--- config.mk ---
export PLATFORM = sky130hd
export DESIGN_NAME = tfa_div_stage
export DESIGN_NICKNAME = d
export VERILOG_FILES = /design/src/design/tfa_pkg.sv /design/src/design/tfa_div_stage.sv
export SDC_FILE = /design/constraint.sdc
export NUM_CORES = 1
export LEC_CHECK = 0
export ABC_AREA = 1
export CELL_PAD_IN_SITES_DETAIL_PLACEMENT = 0
export CELL_PAD_IN_SITES_GLOBAL_PLACEMENT = 1
export CORE_UTILIZATION = 38
export DETAILED_ROUTE_END_ITERATION = 6
export DONT_BUFFER_PORTS = 1
export GPL_ROUTABILITY_DRIVEN = 0
export GPL_TIMING_DRIVEN = 0
export PLACE_DENSITY_LB_ADDON = 0.05
export SETUP_SLACK_MARGIN = 0.4
export SLEW_MARGIN = 20
export SYNTH_ARGS = -nofsm -noshare
export SYNTH_HDL_FRONTEND = slang
export SYNTH_SLANG_ARGS = --single-unit
--- constraint.sdc ---
create_clock -name vclk -period 2.3
set_input_delay 0.46 -clock vclk [all_inputs]
set_output_delay 0.46 -clock vclk [all_outputs]
set_load 0.005 [all_outputs]
--- src/design/tfa_pkg.sv ---
// Package: opcodes, status codes, tags and stage payload types for the tagged fixnum ALU.
package tfa_pkg;

	localparam int OP_W   = 4;
	localparam int WORD_W = 32;
	localparam int ST_W   = 2;
	localparam int FIX_W  = 29;
	localparam int TAG_W  = 3;
	localparam int QUO_W  = 29;
	// decode register, operand/multiply register, one register per quotient bit
	localparam int PIPE_DEPTH = QUO_W + 2;

	localparam logic [OP_W-1:0] OP_ADD    = 4'd0;
	localparam logic [OP_W-1:0] OP_SUB    = 4'd1;
	localparam logic [OP_W-1:0] OP_MUL    = 4'd2;
	localparam logic [OP_W-1:0] OP_DIV    = 4'd3;
	localparam logic [OP_W-1:0] OP_REM    = 4'd4;
	localparam logic [OP_W-1:0] OP_LT     = 4'd5;
	localparam logic [OP_W-1:0] OP_EQ     = 4'd6;
	localparam logic [OP_W-1:0] OP_NULL   = 4'd7;
	localparam logic [OP_W-1:0] OP_BOOLP  = 4'd8;
	localparam logic [OP_W-1:0] OP_ISCHAR = 4'd9;
	localparam logic [OP_W-1:0] OP_SYMP   = 4'd10;
	localparam logic [OP_W-1:0] OP_ISPAIR = 4'd11;
	localparam logic [OP_W-1:0] OP_FIXP   = 4'd12;
	localparam logic [OP_W-1:0] OP_PIDP   = 4'd13;

	localparam logic [ST_W-1:0] ST_OK      = 2'd0;
	localparam logic [ST_W-1:0] ST_TYPE    = 2'd1;
	localparam logic [ST_W-1:0] ST_OVF     = 2'd2;
	localparam logic [ST_W-1:0] ST_DIVZERO = 2'd3;

	localparam logic [TAG_W-1:0] TAG_PAIR   = 3'd0;
	localparam logic [TAG_W-1:0] TAG_FIXNUM = 3'd2;
	localparam logic [TAG_W-1:0] TAG_BOOL   = 3'd3;
	localparam logic [TAG_W-1:0] TAG_SYMBOL = 3'd4;
	localparam logic [TAG_W-1:0] TAG_PID    = 3'd5;

	localparam logic [WORD_W-1:0] WORD_NIL   = 32'd1;
	localparam logic [WORD_W-1:0] WORD_FALSE = 32'd3;
	localparam logic [WORD_W-1:0] WORD_TRUE  = 32'd11;
	localparam int CHAR_LIMIT = 256;

	// result selector decided at decode
	localparam logic [2:0] SEL_FIXED = 3'd0;
	localparam logic [2:0] SEL_ADD   = 3'd1;
	localparam logic [2:0] SEL_MUL   = 3'd2;
	localparam logic [2:0] SEL_DIV   = 3'd3;
	localparam logic [2:0] SEL_REM   = 3'd4;

	// decoded item carried down the pipeline
	typedef struct packed {
		logic [2:0]        sel;
		logic [ST_W-1:0]   st;
		logic [WORD_W-1:0] word;
		logic signed [FIX_W:0] sum;
		logic signed [FIX_W-1:0] x;
		logic signed [FIX_W-1:0] y;
	} dec_t;

	function automatic logic [WORD_W-1:0] truth(input logic f);
		return f ? WORD_TRUE : WORD_FALSE;
	endfunction

	// entag a value, or flag overflow
	function automatic logic [WORD_W+ST_W-1:0] pack_fix(input logic signed [63:0] v);
		logic [WORD_W-1:0] w;
		w = {v[FIX_W-1:0], TAG_FIXNUM};
		if (v > 64'sd268435455 || v < -64'sd268435456)
			return {{WORD_W{1'b0}}, ST_OVF};
		return {w, ST_OK};
	endfunction

endpackage

--- src/design/tfa_div_stage.sv ---
// One restoring division step on magnitudes, one quotient bit per stage.
module tfa_div_stage #(
	parameter int Bit = 0
) (
	input  logic [tfa_pkg::QUO_W-1:0] rem_in,
	input  logic [tfa_pkg::QUO_W-1:0] quo_in,
	input  logic [tfa_pkg::QUO_W-1:0] dvd,
	input  logic [tfa_pkg::QUO_W-1:0] dvs,
	output logic [tfa_pkg::QUO_W-1:0] rem_out,
	output logic [tfa_pkg::QUO_W-1:0] quo_out
);
	logic [tfa_pkg::QUO_W:0] trial;

	// shift in the next dividend bit and try to subtract
	always_comb begin
		trial = {rem_in, dvd[Bit]};
		quo_out = quo_in;
		if (trial >= {1'b0, dvs}) begin
			rem_out = tfa_pkg::QUO_W'(trial - {1'b0, dvs});
			quo_out[Bit] = 1'b1;
		end else begin
			rem_out = trial[tfa_pkg::QUO_W-1:0];
		end
	end
endmodule

==> flow_metrics.tcl <==
set metrics [dict create \
    run_status "finished with violations" \
    failed_checks "setup timing" \
    placed_cell_area_sq_um 3340 \
    syn-num-nets 765 \
    portBuffers 0 \
    detail_route.first_pass.iterations 4 \
    routed_length_per_placed_instance_um 13.8 \
    ioPinCount 174 \
    clockBufferCount 0 \
    finished_layout_cell_area_sq_um 4260 \
    whs_path_depth 1 \
    tmin_final_ns 2.47 \
    largest_net_degree_at_the_start_of_global_routing 11 \
    syn-cell-area_sq_um 3120 \
    ir_drop_worst_case_vdd_uv 128 \
    cp_slowest_cell "fa_2" \
    worst_slew_pin_slew_ns 0.344 \
    syn_area_per_cell_sq_um 5.04 \
    fin_crit_share_pct 107 \
    stdcell_count 744 \
    yosysTopAreaCell "nand2_1" \
    final_net_count 790 \
    maxSlewViolCount 0 \
    static_leak_nw 2.41 \
    post-synth-top-area-fraction_pct 30.0 \
    antenna_cells 0 \
    max_cap_viol_count 0 \
    syn_inst 619 \
    die_area_sq_um 8580 \
    timing.max_slew.rel_slack_pct 77.0 \
    setup_violations 30 \
    cp.arrival_ns 2.01 \
    post_cts_hold_buffer_count 0 \
    yosys_warnings 0 \
    critPathLaunchType "input pin" \
    endpoint_kind_of_the_worst_setup_timing_path "output pin" \
    grt_util_all_layers_pct 23.3 \
    post-dp-hpwl_mm 8.06 \
    ys_seq_area_share_pct 0 \
    worstHoldEndpoint "quo_out[7]" \
    post-route-drc-count 0 \
    timing.final.ws_setup_ns -0.170 \
    placeableCoreArea_sq_um 7850 \
    power.density_cell_area_nw_per_um2 263 \
    critical-path-top-cell-by-count "nand2_2" \
    final-seq-area_sq_um 0 \
    timing.critical_path.slowest_cell_delay_ns 0.43 \
    sequential_cells 0 \
    synthToLayoutAreaGrowth_pct 36.6 \
    start_util_pct 39.8 \
    route.antenna.remaining_nets 0 \
    synth_cell_types 27 \
    vias 3623 \
    critPathKind "input pin to output pin" \
    die_w_um 92.6 \
    grt_setup_unrepaired "true" \
    initial_antenna_violation_count 0 \
    first_pass_grt_wire_length_mm 16.0 \
    layout-drive-gt1-share_pct 29.3 \
    drtIter0Drc 112 \
    routed_wl_mm 10.2 \
    fmax_mhz 405 \
    avgViaCountPerCell 4.87 \
    vias_in_the_first_global_route 3434 \
    numPlacedInstances 721 \
    worst_ep_required_time_ns 1.84 \
    worstPathCellList "clkinv_16 -> ha_4 -> inv_4 -> fa_2 -> nand2_2 -> nand3_4 -> nand2_2 -> nand2_2 -> nand2_2 -> nand3_4 -> buf_12 -> buf_12 -> nand3_2 -> nand2_2" \
    holdCritStartpoint "quo_in[7]" \
    rows 32 \
    timing.final.hold_violations 0 \
    most_area_consuming_cells_after_synthesis "nand2_1 30%, inv_1 17%, ha_1 12%" \
    die_height_um 92.6 \
    grt_overflow_total 0 \
    nFillCells 834 \
    hold_class "input pin to output pin" \
    crit_fanout 5 \
]
==> metrics by stage <==
step	hold slack (ns)	utilization (%)	TNS, ns	total power (W)	setup WS [ns]
2_1_floorplan	1.00	-	0	0.000658	0.0332
3_3_place_gp	1.00	42.5	-8.95	0.000825	-0.397
3_5_place_dp	1.00	42.5	-9.05	0.000830	-0.402
4_1_cts	1.00	51.2	-3.82	0.00103	-0.142
5_1_grt	1.00	54.3	-7.39	0.00124	-0.272
6_report	1.00	54.3	-4.59	0.00112	-0.170
==> power by group <==
group          switching, W  leakage, nW  internal [W]
clock network             0            0             0
logic              0.000639         2.41      0.000480
registers                 0            0             0
==> cell usage after synthesis (all sizes together) <==
library cell and count:
nand2 257, nand3 67, nand4 7, and2 3, nor2 38, a21oi 16
xor2 12, ha 29, or2 2, fa 1, buf 35, nand3b 5
inv 139, o21ai 3, a41oi 1, a21o 1, nor3 3
==> per-layer routing <==
| layer | vias up | global-route usage (%) | part of all wire (%) |
|---|---|---|---|
| li1 | 1882 | - | - |
| met1 | 1616 | 29.4 | 45 |
| met2 | 111 | 44.3 | 49 |
| met3 | 14 | 0.246 | 3.4 |
| met4 | 0 | 4.36 | 2.3 |
| met5 | - | 0 | 0 |
==> how the worst max path moves through the flow <==
stage | to | cells past startpoint | slack, ns | from
finish | rem_out[27] | 14 | -0.17 | dvd[0]
global route | rem_out[12] | 14 | -0.27 | dvd[0]
CTS | rem_out[21] | 14 | -0.14 | dvd[0]
detailed placement | rem_out[27] | 10 | -0.40 | dvs[2]
global placement | rem_out[27] | 10 | -0.40 | dvs[2]
floorplan | rem_out[1] | 12 | 0.03 | dvd[0]
==> logic make-up (layout without fill, tap and decap cells) <==
| logic type | count (synthesis) | in the layout | share of synthesized area (%) |
|---|---|---|---|
| AO/OA/AOI/OAI | 21 | 21 | 4.17 |
| XOR/XNOR | 12 | 12 | 3.37 |
| adder cells (fa/ha/maj) | 30 | 30 | 12.3 |
| buffers and inverters | 174 | 197 | 25.6 |
| AND/OR/NAND/NOR | 382 | 382 | 54.6 |
==> timing repair <==
item                                    4_1_cts  5_1_grt
endpoints found under the setup margin       30       30
pin swaps                                    22       23
buffers inserted                             19        2
cloned                                        2        0
gates resized for setup                      87       44
==> cell usage in the layout (no fill, tap or decap), drive strengths merged <==
cell,n
a21o,1
a21oi,16
a41oi,1
and2,3
buf,57
bufbuf,1
clkinv,1
fa,1
ha,29
inv,138
nand2,257
nand3,67
nand3b,5
nand4,7
nor2,38
nor3,3
o21ai,3
or2,2
xor2,12
==> final cells by class <==
cell class / instances / area [sq um] / share of cell area [%]
multi-input cells: 445 / 3020 / 70.9
well taps: 102 / 128 / 2.99
plain buffers: 35 / 323 / 7.57
inverters: 139 / 551 / 12.9
repair buffers: 23 / 238 / 5.58
==> critical path, delay by kind of cell <==
family | cells | cell delay (ns)
adder cells (fa/ha/maj) | 2 | 0.56
buffers and inverters | 4 | 0.37
AND/OR/NAND/NOR | 8 | 0.61
No activity file was read; power rests on OpenSTA's default activity.
