===== src/design/tfa_pkg.sv =====
// Package: opcodes, status codes, tags and stage payload types for the tagged fixnum ALU.
package tfa_pkg;

	localparam int OP_W   = 4;
	localparam int WORD_W = 32;
	localparam int ST_W   = 2;
	localparam int FIX_W  = 29;
	localparam int TAG_W  = 3;
	localparam int QUO_W  = 29;
	// decode register, operand/multiply register, one register per quotient bit
	localparam int PIPE_DEPTH = QUO_W + 2;

	localparam logic [OP_W-1:0] OP_ADD    = 4'd0;
	localparam logic [OP_W-1:0] OP_SUB    = 4'd1;
	localparam logic [OP_W-1:0] OP_MUL    = 4'd2;
	localparam logic [OP_W-1:0] OP_DIV    = 4'd3;
	localparam logic [OP_W-1:0] OP_REM    = 4'd4;
	localparam logic [OP_W-1:0] OP_LT     = 4'd5;
	localparam logic [OP_W-1:0] OP_EQ     = 4'd6;
	localparam logic [OP_W-1:0] OP_NULL   = 4'd7;
	localparam logic [OP_W-1:0] OP_BOOLP  = 4'd8;
	localparam logic [OP_W-1:0] OP_ISCHAR = 4'd9;
	localparam logic [OP_W-1:0] OP_SYMP   = 4'd10;
	localparam logic [OP_W-1:0] OP_ISPAIR = 4'd11;
	localparam logic [OP_W-1:0] OP_FIXP   = 4'd12;
	localparam logic [OP_W-1:0] OP_PIDP   = 4'd13;

	localparam logic [ST_W-1:0] ST_OK      = 2'd0;
	localparam logic [ST_W-1:0] ST_TYPE    = 2'd1;
	localparam logic [ST_W-1:0] ST_OVF     = 2'd2;
	localparam logic [ST_W-1:0] ST_DIVZERO = 2'd3;

	localparam logic [TAG_W-1:0] TAG_PAIR   = 3'd0;
	localparam logic [TAG_W-1:0] TAG_FIXNUM = 3'd2;
	localparam logic [TAG_W-1:0] TAG_BOOL   = 3'd3;
	localparam logic [TAG_W-1:0] TAG_SYMBOL = 3'd4;
	localparam logic [TAG_W-1:0] TAG_PID    = 3'd5;

	localparam logic [WORD_W-1:0] WORD_NIL   = 32'd1;
	localparam logic [WORD_W-1:0] WORD_FALSE = 32'd3;
	localparam logic [WORD_W-1:0] WORD_TRUE  = 32'd11;
	localparam int CHAR_LIMIT = 256;

	// result selector decided at decode
	localparam logic [2:0] SEL_FIXED = 3'd0;
	localparam logic [2:0] SEL_ADD   = 3'd1;
	localparam logic [2:0] SEL_MUL   = 3'd2;
	localparam logic [2:0] SEL_DIV   = 3'd3;
	localparam logic [2:0] SEL_REM   = 3'd4;

	// decoded item carried down the pipeline
	typedef struct packed {
		logic [2:0]        sel;
		logic [ST_W-1:0]   st;
		logic [WORD_W-1:0] word;
		logic signed [FIX_W:0] sum;
		logic signed [FIX_W-1:0] x;
		logic signed [FIX_W-1:0] y;
	} dec_t;

	function automatic logic [WORD_W-1:0] truth(input logic f);
		return f ? WORD_TRUE : WORD_FALSE;
	endfunction

	// entag a value, or flag overflow
	function automatic logic [WORD_W+ST_W-1:0] pack_fix(input logic signed [63:0] v);
		logic [WORD_W-1:0] w;
		w = {v[FIX_W-1:0], TAG_FIXNUM};
		if (v > 64'sd268435455 || v < -64'sd268435456)
			return {{WORD_W{1'b0}}, ST_OVF};
		return {w, ST_OK};
	endfunction

endpackage


===== src/design/tfa_decode.sv =====
// Decode stage: tag checks, predicates, add/sub and operand extraction.
module tfa_decode (
	input  logic [tfa_pkg::OP_W-1:0]   op,
	input  logic [tfa_pkg::WORD_W-1:0] a,
	input  logic [tfa_pkg::WORD_W-1:0] b,
	output tfa_pkg::dec_t              d
);
	logic afix, bfix;
	logic signed [tfa_pkg::FIX_W-1:0] x, y;

	assign afix = a[2:0] == tfa_pkg::TAG_FIXNUM;
	assign bfix = b[2:0] == tfa_pkg::TAG_FIXNUM;
	assign x = a[31:3];
	assign y = b[31:3];

	// classify the item and settle the direct results
	always_comb begin
		d.sel = tfa_pkg::SEL_FIXED;
		d.st = tfa_pkg::ST_OK;
		d.word = '0;
		d.x = x;
		d.y = y;
		d.sum = (op == tfa_pkg::OP_SUB) ? (30'(x) - 30'(y)) : (30'(x) + 30'(y));
		case (op)
		tfa_pkg::OP_ADD, tfa_pkg::OP_SUB, tfa_pkg::OP_MUL, tfa_pkg::OP_LT: begin
			if (!afix || !bfix)
				d.st = tfa_pkg::ST_TYPE;
			else if (op == tfa_pkg::OP_LT)
				d.word = tfa_pkg::truth(x < y);
			else if (op == tfa_pkg::OP_MUL)
				d.sel = tfa_pkg::SEL_MUL;
			else
				d.sel = tfa_pkg::SEL_ADD;
		end
		tfa_pkg::OP_DIV, tfa_pkg::OP_REM: begin
			if (!bfix)
				d.st = tfa_pkg::ST_TYPE;
			else if (y == '0)
				d.st = tfa_pkg::ST_DIVZERO;
			else if (!afix)
				d.st = tfa_pkg::ST_TYPE;
			else
				d.sel = (op == tfa_pkg::OP_DIV) ? tfa_pkg::SEL_DIV : tfa_pkg::SEL_REM;
		end
		tfa_pkg::OP_EQ:     d.word = tfa_pkg::truth(a == b);
		tfa_pkg::OP_NULL:   d.word = tfa_pkg::truth(a == tfa_pkg::WORD_NIL);
		tfa_pkg::OP_BOOLP:  d.word = tfa_pkg::truth(a[2:0] == tfa_pkg::TAG_BOOL);
		tfa_pkg::OP_ISCHAR: d.word = tfa_pkg::truth(afix && a[31:3] < 29'(tfa_pkg::CHAR_LIMIT));
		tfa_pkg::OP_SYMP:   d.word = tfa_pkg::truth(a[2:0] == tfa_pkg::TAG_SYMBOL);
		tfa_pkg::OP_ISPAIR: d.word = tfa_pkg::truth(a[2:0] == tfa_pkg::TAG_PAIR);
		tfa_pkg::OP_FIXP:   d.word = tfa_pkg::truth(afix);
		tfa_pkg::OP_PIDP:   d.word = tfa_pkg::truth(a[2:0] == tfa_pkg::TAG_PID);
		default:            d.st = tfa_pkg::ST_TYPE;
		endcase
	end
endmodule


===== config.mk =====
export PLATFORM = sky130hd
export DESIGN_NAME = tfa_decode
export DESIGN_NICKNAME = d
export VERILOG_FILES = /design/src/design/tfa_pkg.sv /design/src/design/tfa_decode.sv
export SDC_FILE = /design/constraint.sdc
export NUM_CORES = 1
export LEC_CHECK = 0
export ABC_AREA = 1
export BUFFER_PORTS_ARGS = -buffer_cell sky130_fd_sc_hd__buf_2
export CAP_MARGIN = 20
export CORE_MARGIN = 1
export CORE_UTILIZATION = 30
export DETAILED_ROUTE_END_ITERATION = 10
export PLACE_DENSITY = 0.58
export SETUP_SLACK_MARGIN = 0.3
export SYNTH_ARGS = -nofsm -noshare
export SYNTH_HDL_FRONTEND = slang
export SYNTH_SLANG_ARGS = --single-unit
export TNS_END_PERCENT = 50

===== constraint.sdc =====
create_clock -name vclk -period 3.25
set_input_delay 0.975 -clock vclk [all_inputs]
set_output_delay 0.975 -clock vclk [all_outputs]
set_load 0.01 [all_outputs]

==> results of run 1 <==
## routing by layer
metal / vias up / wire, µm / GRT usage
met2: 210 / 12900 / 0.431
met4: 0 / 278 / 0.0279
met1: 3898 / 12800 / 0.339
met3: 20 / 966 / 0.00472
li1: 4400 / - / -
met5: - / 0 / 0
## critical path: stages
cell and delay, ns:
buf_8 0.10, inv_4 0.05, ha_4 0.21, buf_6 0.14
buf_6 0.13, nor2_4 0.13, nand2_1 0.15, inv_1 0.12
nand4_1 0.17, nand3_1 0.13, nand2_1 0.05, nand2_1 0.05
nand2_1 0.05, nand2_2 0.07, buf_6 0.10
## logic make-up (layout without fill, tap and decap cells)
group	after synthesis	in the layout	share of synthesized area
AOI/OAI and AO/OA	127	127	0.112
and+or+nand+nor	686	686	0.458
xor gates and xnor gates	27	27	0.0385
buffers and inverters	331	650	0.264
muxes	1	1	0.00163
adders and majority gates	60	60	0.125
other	1	29	0.000610
## final cells by class
cell class / instances / area share
Tap cell: 265 / 0.0300
Inverter: 213 / 0.0817
Multi-Input combinational cell: 930 / 0.586
Timing Repair Buffer: 437 / 0.302
## power by group
part	leakage, nW	switching (mW)	internal (mW)	total (mW)
combinational	5.87	1.16	0.975	2.14
clock	0	0	0	0
sequential	0	0	0	0
## cells in the final DEF, fill, tap and decap left out, drive strengths merged
cell type / count
ha: 58
a31oi: 3
nand4: 22
conb: 29
nor3: 14
mux2i: 1
o211ai: 3
a21oi: 56
fa: 2
o21a: 3
xnor2: 4
a21boi: 1
nor2: 124
o21bai: 11
nor4: 3
nand3: 78
o31ai: 1
inv: 213
nand3b: 7
and2: 3
nand2: 435
o32ai: 1
o21ai: 48
buf: 437
xor2: 23
## what timing repair did
item,in CTS,in global routing
pin swaps,140,90
resized for setup,315,162
gates cloned,0,0
setup endpoints to repair,37,37
setup buffers,22,8
## path summary, 6_finish.rpt
kind / from / end / slack [ns] / depth (start not counted)
hold / removal: b[24] / d[21] / 2.16 / 2
setup / recovery: b[16] / d[80] / -0.37 / 15
## per-stage QoR
| step | TNS [ns] | area, µm² | utilization | cells |
|---|---|---|---|---|
| floorplan | 0 | 7140 | - | 1261 |
| global placement | -13.10 | 9210 | 0.466 | 1815 |
| detailed placement | -13.31 | 9210 | 0.466 | 1815 |
| CTS | -6.74 | 10400 | 0.527 | 1837 |
| global route | -10.99 | 11000 | 0.558 | 1845 |
| finish | -7.87 | 11000 | 0.558 | 1845 |
==> impl_metrics.yaml, run 1 <==
timing:
  whs_ns: 2.16
  drv_slew: 0
  setup_violations: 33
  hold_violations: 0
  clock.fmax_mhz: 276
  period_share: 1.11
  fin_crit_ns: 3.62
  setup_slack_ns: -0.368
  rsz0062_at_grt: "true"
critical_path:
  arrival_ns: 2.64
  crit_type: "primary input to primary output"
  start_kind: "primary input"
  cp-end-kind: "primary output"
  cp_max_fo: 4
  required_ns: 2.27
placed_design:
  dpl_worst_slack_ns: -0.580
  place_congestion: 0.926
  port_buffers: 164
  hpwlAfterDp_um: 22500
die:
  design.portCount: 193
  die_y_um: 145
  row_count: 51
  die_x_um: 145
  start_util: 0.311
  dieArea_um2: 21100
  core_um2: 19800
global_routing:
  grt_pass1_vias: 8311
  grt_usage: 0.244
  grt_pass1_wl_um: 41600
  grt_max_degree: 26
  overflow: 0
  antenna_found_initial: 0
cells_and_area:
  seq_cell_count: 0
  area.sequential_um2: 0
  fillers: 1959
  clkbuf_count: 0
  drive_gt1_frac: 0.549
  multiInputGateArea_um2: 6470
  fin_nets: 1710
  syn_to_final_growth_pct: 79.7
  antennaDiodeCount: 0
yosys:
  yosys.area.top_type: "nand2_1"
  ys_warn_count: 0
  synthCells: 1233
  synth_area_um2: 6140
  synth_most_common_cell: "nand2_1"
  synth_area_leaders: "nand2_1, inv_1, ha_1"
  yosys.area.top_type_share: 0.265
  synth_commonest_cells: "nand2_1, inv_1, nor2_1"
  synth-seq-area-share: 0
  ys_types: 34
  synth.avg_cell_area_um2: 4.98
route:
  antenna_left: 0
  drt_iter0_drc: 420
  first_pass_iters: 5
  wl_um: 27000
  avgViaCountPerCell: 4.62
  drc: 0
  wire_per_inst_um: 14.6
  vias: 8528
pwr:
  p_leak_nw: 5.87
  p_per_area_nw_per_um2: 193
  power_mw: 2.14
  ir_worst_vdd_uv: 74.4
flow_run:
  max_cap_viol_count: 0
run_status:
  status: "complete, but fails checks"
  violations: "negative setup slack"
clock_network:
  holdBufCountCts: 0
hold_path:
  holdCritPathClass: "primary input to primary output"
(Power assumes the default switching activity.)
==> run 2: changes to the inputs <==
==> constraint.sdc (replaced) <==
create_clock -name vclk -period 3.25
set_input_delay 0.325 -clock vclk [all_inputs]
set_output_delay 0.325 -clock vclk [all_outputs]
set_load 0.01 [all_outputs]
==> run 2 against run 1 <==
  * The flow now finishes without violations
  * Global-route usage shrank 4.3 points
  * First-iteration DRC count grew 5.0%
  * Cell count down 14%
  * Critical path type unchanged
==> impl_metrics.yaml, run 2 (synthesis gave the netlist of run 1 again) <==
pwr:
  ir_worst_vdd_uv: 53.0
  p_per_area_nw_per_um2: 180
  p_leak_nw: 4.12
critical_path:
  cp-end-kind: "primary output"
  cpMostUsedCell: "nand2_1"
  required_ns: 2.92
  arrival_ns: 2.44
  crit_type: "primary input to primary output"
  cp_slowest_stage_delay_ns: 0.47
  cp_cell_sequence: "buf_2, inv_1, ha_1, inv_1, a21oi_1, o21ai_0, a21boi_0, nand3_1, nand2_1, nand2_1, nand2_1, nand2_1, buf_2"
  cp_max_fo: 8
  cp_slowest_cell: "ha_1"
  start_kind: "primary input"
cells_and_area:
  multiInputGateArea_um2: 4630
  fin_nets: 1443
  post-route-util: 0.335
  final_common_cell: "nand2_1"
  final_cell_mix: "nand2_1, inv_1, buf_2, nor2_1, nand3_1"
  syn_to_final_growth_pct: 8.00
  antennaDiodeCount: 0
  clkbuf_count: 0
  area.sequential_um2: 0
  fillers: 2332
  seq_cell_count: 0
  drive_gt1_frac: 0.138
timing:
  setup_violations: 0
  hold_violations: 0
  clock.fmax_mhz: 362
  slew_headroom: 0.622
  drv_slew: 0
  tightest_slew_ns: 0.561
  rsz0062_at_grt: "false"
  tns_ns: 0
  period_share: 0.850
  whs_ns: 0.890
  fin_crit_ns: 2.76
die:
  die_x_um: 145
  dieArea_um2: 21100
  start_util: 0.311
  row_count: 51
  core_um2: 19800
  design.portCount: 193
  die_y_um: 145
route:
  drt_iter0_drc: 441
  vias: 7407
  first_pass_iters: 5
  wl_um: 22300
  avgViaCountPerCell: 4.69
  drc: 0
  antenna_left: 0
  wire_per_inst_um: 14.1
global_routing:
  grt_pass1_wl_um: 34300
  antenna_found_initial: 0
  grt_max_degree: 36
  grt_pass1_vias: 6620
  overflow: 0
  grt_usage: 0.201
hold_path:
  holdCritPathClass: "primary input to primary output"
  hold_end: "d[29]"
  hp-start: "a[3]"
  hold-path-cell-count: 2
placed_design:
  hpwlAfterDp_um: 19600
  place_congestion: 0.932
  port_buffers: 164
run_status:
  status: "finished clean"
clock_network:
  holdBufCountCts: 0
  cts_resized: 0
  postCtsSetupRepairBufs: 0
flow_run:
  max_cap_viol_count: 0
run 2: how the worst max path moves through the flow:
stage          startpoint     to  slack [ns]  depth (start not counted)
2_1_floorplan        a[3]  d[74]        1.17                         13
3_3_place_gp        b[10]  d[68]        0.51                          9
3_5_place_dp        b[10]  d[69]        0.57                         12
4_1_cts             b[10]  d[69]        0.55                         12
5_1_grt             b[10]  d[85]        0.31                         15
6_report            b[24]  d[84]        0.49                         13
run 2: cell type report:
type / count / area share
multi-input combinational: 930 / 0.697
tap: 265 / 0.0500
inverter: 213 / 0.120
timing repair buffer: 170 / 0.132
run 2: report_power, final:
group | internal (mW) | switching [mW]
Combinational | 0.397 | 0.799
Clock | 0 | 0
Sequential | 0 | 0
run 2: metal layers:
metal | global-route usage | share of wire | routed length (µm)
met2 | 0.348 | 0.46 | 10200
met1 | 0.283 | 0.47 | 10500
met3 | 0.00912 | 0.058 | 1290
met5 | 0 | 0 | 0
met4 | 0.0205 | 0.013 | 292
run 2: worst max-delay path: cells and delay by family:
kind / cells / cell delay (ns)
AOI/OAI and AO/OA: 3 / 0.84
adders and majority gates: 1 / 0.47
buffers and inverters: 4 / 0.45
and+or+nand+nor: 5 / 0.34
run 2: per-stage QoR:
step           area (µm²)  worst slack, ns  instances  total power [mW]
2_1_floorplan        6250             1.17       1261             0.833
3_3_place_gp         6640            0.507       1578              1.19
3_5_place_dp         6640            0.566       1578              1.19
4_1_cts              6640            0.553       1578              1.19
5_1_grt              6640            0.305       1578              1.34
6_report             6640            0.488       1578              1.20
==> run 3: changes to the inputs <==
Settings changed: PLACE_DENSITY 0.58 to 0.56.
Clock period 3.25 ns to 2.65 ns, I/O delays scaled along.
==> run 3 against run 2 <==
  * Core utilization increased by 7.1 points
  * Die area stayed put
  * Via count rose by 6.2%
  * Combinational power up 54%
  * Flip-flop and latch count unchanged
  * Sequential share of layout area did not move
  * Critical path depth increased by 2
  * Design area up 21%
  * Total power up 54%
  * Critical endpoint is now d[75]
  * Highest routed layer unchanged
==> impl_metrics.yaml, run 3 (synthesis gave the netlist of run 1 again) <==
run_status:
  status: "finished clean"
cells_and_area:
  seq_cell_count: 0
  drive_gt1_frac: 0.308
  fillers: 2297
  multiInputGateArea_um2: 5390
  antennaDiodeCount: 0
  final_cell_mix: "nand2_1, inv_1, buf_2, nor2_1, buf_4"
  final_cells: 1659
  syn_to_final_growth_pct: 31.0
  post-route-util: 0.407
  final_common_cell: "nand2_1"
  area.sequential_um2: 0
  fin_nets: 1524
  clkbuf_count: 0
pwr:
  p_per_area_nw_per_um2: 229
  p_leak_nw: 4.57
  ir_worst_vdd_uv: 75.5
route:
  drt_iter0_drc: 454
  first_pass_iters: 5
  routed.top_layer: "met4"
  drc: 0
  wl_um: 24500
  wl_met2_um: 11000
  antenna_left: 0
  avgViaCountPerCell: 4.74
  wl_met3_um: 1410
  wire_per_inst_um: 14.8
  vias: 7868
  wl_met1_um: 11600
global_routing:
  grt_pass1_vias: 7245
  grt_usage: 0.221
  antenna_found_initial: 0
  overflow: 0
  grt_pass1_wl_um: 37700
  grt_max_degree: 36
timing:
  fin_crit_ns: 2.28
  setup_slack_ns: 0.374
  clock.fmax_mhz: 439
  period_share: 0.859
  drv_slew: 0
  tns_ns: 0
  rsz0062_at_grt: "true"
  whs_ns: 0.761
  setup_violations: 0
  hold_violations: 0
critical_path:
  cp_cell_sequence: "buf_2, inv_2, ha_4, buf_6, nand2_1, nor2_2, inv_1, nor3_4, nand4_1, nand3_1, nand2_1, nand2_1, nand2_1, nand2_2, buf_2"
  cp_slowest_cell: "ha_4"
  arrival_ns: 2.01
  cp_slowest_stage_delay_ns: 0.27
  cp-end-kind: "primary output"
  crit_type: "primary input to primary output"
  start_kind: "primary input"
  cp_max_fo: 4
  required_ns: 2.38
  cpMostUsedCell: "nand2_1"
placed_design:
  hpwlAfterDp_um: 21000
  place_inst: 1644
  dpl_worst_slack_ns: 0.113
  place_congestion: 0.940
  port_buffers: 164
hold_path:
  hold_end: "d[16]"
  hold-path-cell-count: 2
  holdCritPathClass: "primary input to primary output"
  hp-start: "b[19]"
flow_run:
  max_cap_viol_count: 0
die:
  die_y_um: 145
  die_x_um: 145
  dieArea_um2: 21100
  start_util: 0.311
  row_count: 51
  core_um2: 19800
  design.portCount: 193
run 3: how the worst max path moves through the flow:
stage                      from  endpoint  slack [ns]  cells after the start
after floorplan            a[3]     d[74]        0.69                     13
after CTS                 b[21]     d[87]        0.26                     15
final                     b[12]     d[75]        0.37                     15
after global routing      a[14]     d[76]        0.24                     16
after global placement    b[27]     d[87]        0.11                     15
after detailed placement  b[28]     d[87]        0.11                     15
run 3: critical path, delay by kind of cell:
kind                       cells  cell delay (ns)
buffers and inverters          5             0.50
and+or+nand+nor                9             0.96
adders and majority gates      1             0.27
run 3: through the flow:
step           power, mW  area [µm²]
2_1_floorplan       1.02        6250
3_3_place_gp        1.58        7130
3_5_place_dp        1.57        7130
4_1_cts             1.65        7420
5_1_grt             2.03        8050
6_report            1.85        8050
run 3: repair_timing:
action,in CTS,in global routing
setup endpoints to repair,22,23
hold endpoints to repair,0,0
resized for setup,68,158
setup buffers,2,13
pin swaps,9,43
hold buffers,0,0
run 3: final cells by class:
class | instances | area share
tap | 265 | 0.0412
timing repair buffer | 251 | 0.190
multi-input combinational | 930 | 0.670
inverter | 213 | 0.0993
run 3: per-layer routing:
layer,vias up,global-route usage
met5,-,0
met1,3541,0.315
li1,4020,-
met2,271,0.367
met3,36,0.00881
met4,0,0.0463
run 3: power breakdown:
part           switching [mW]  internal (mW)
Sequential                  0              0
Combinational            1.13          0.716
Clock                       0              0
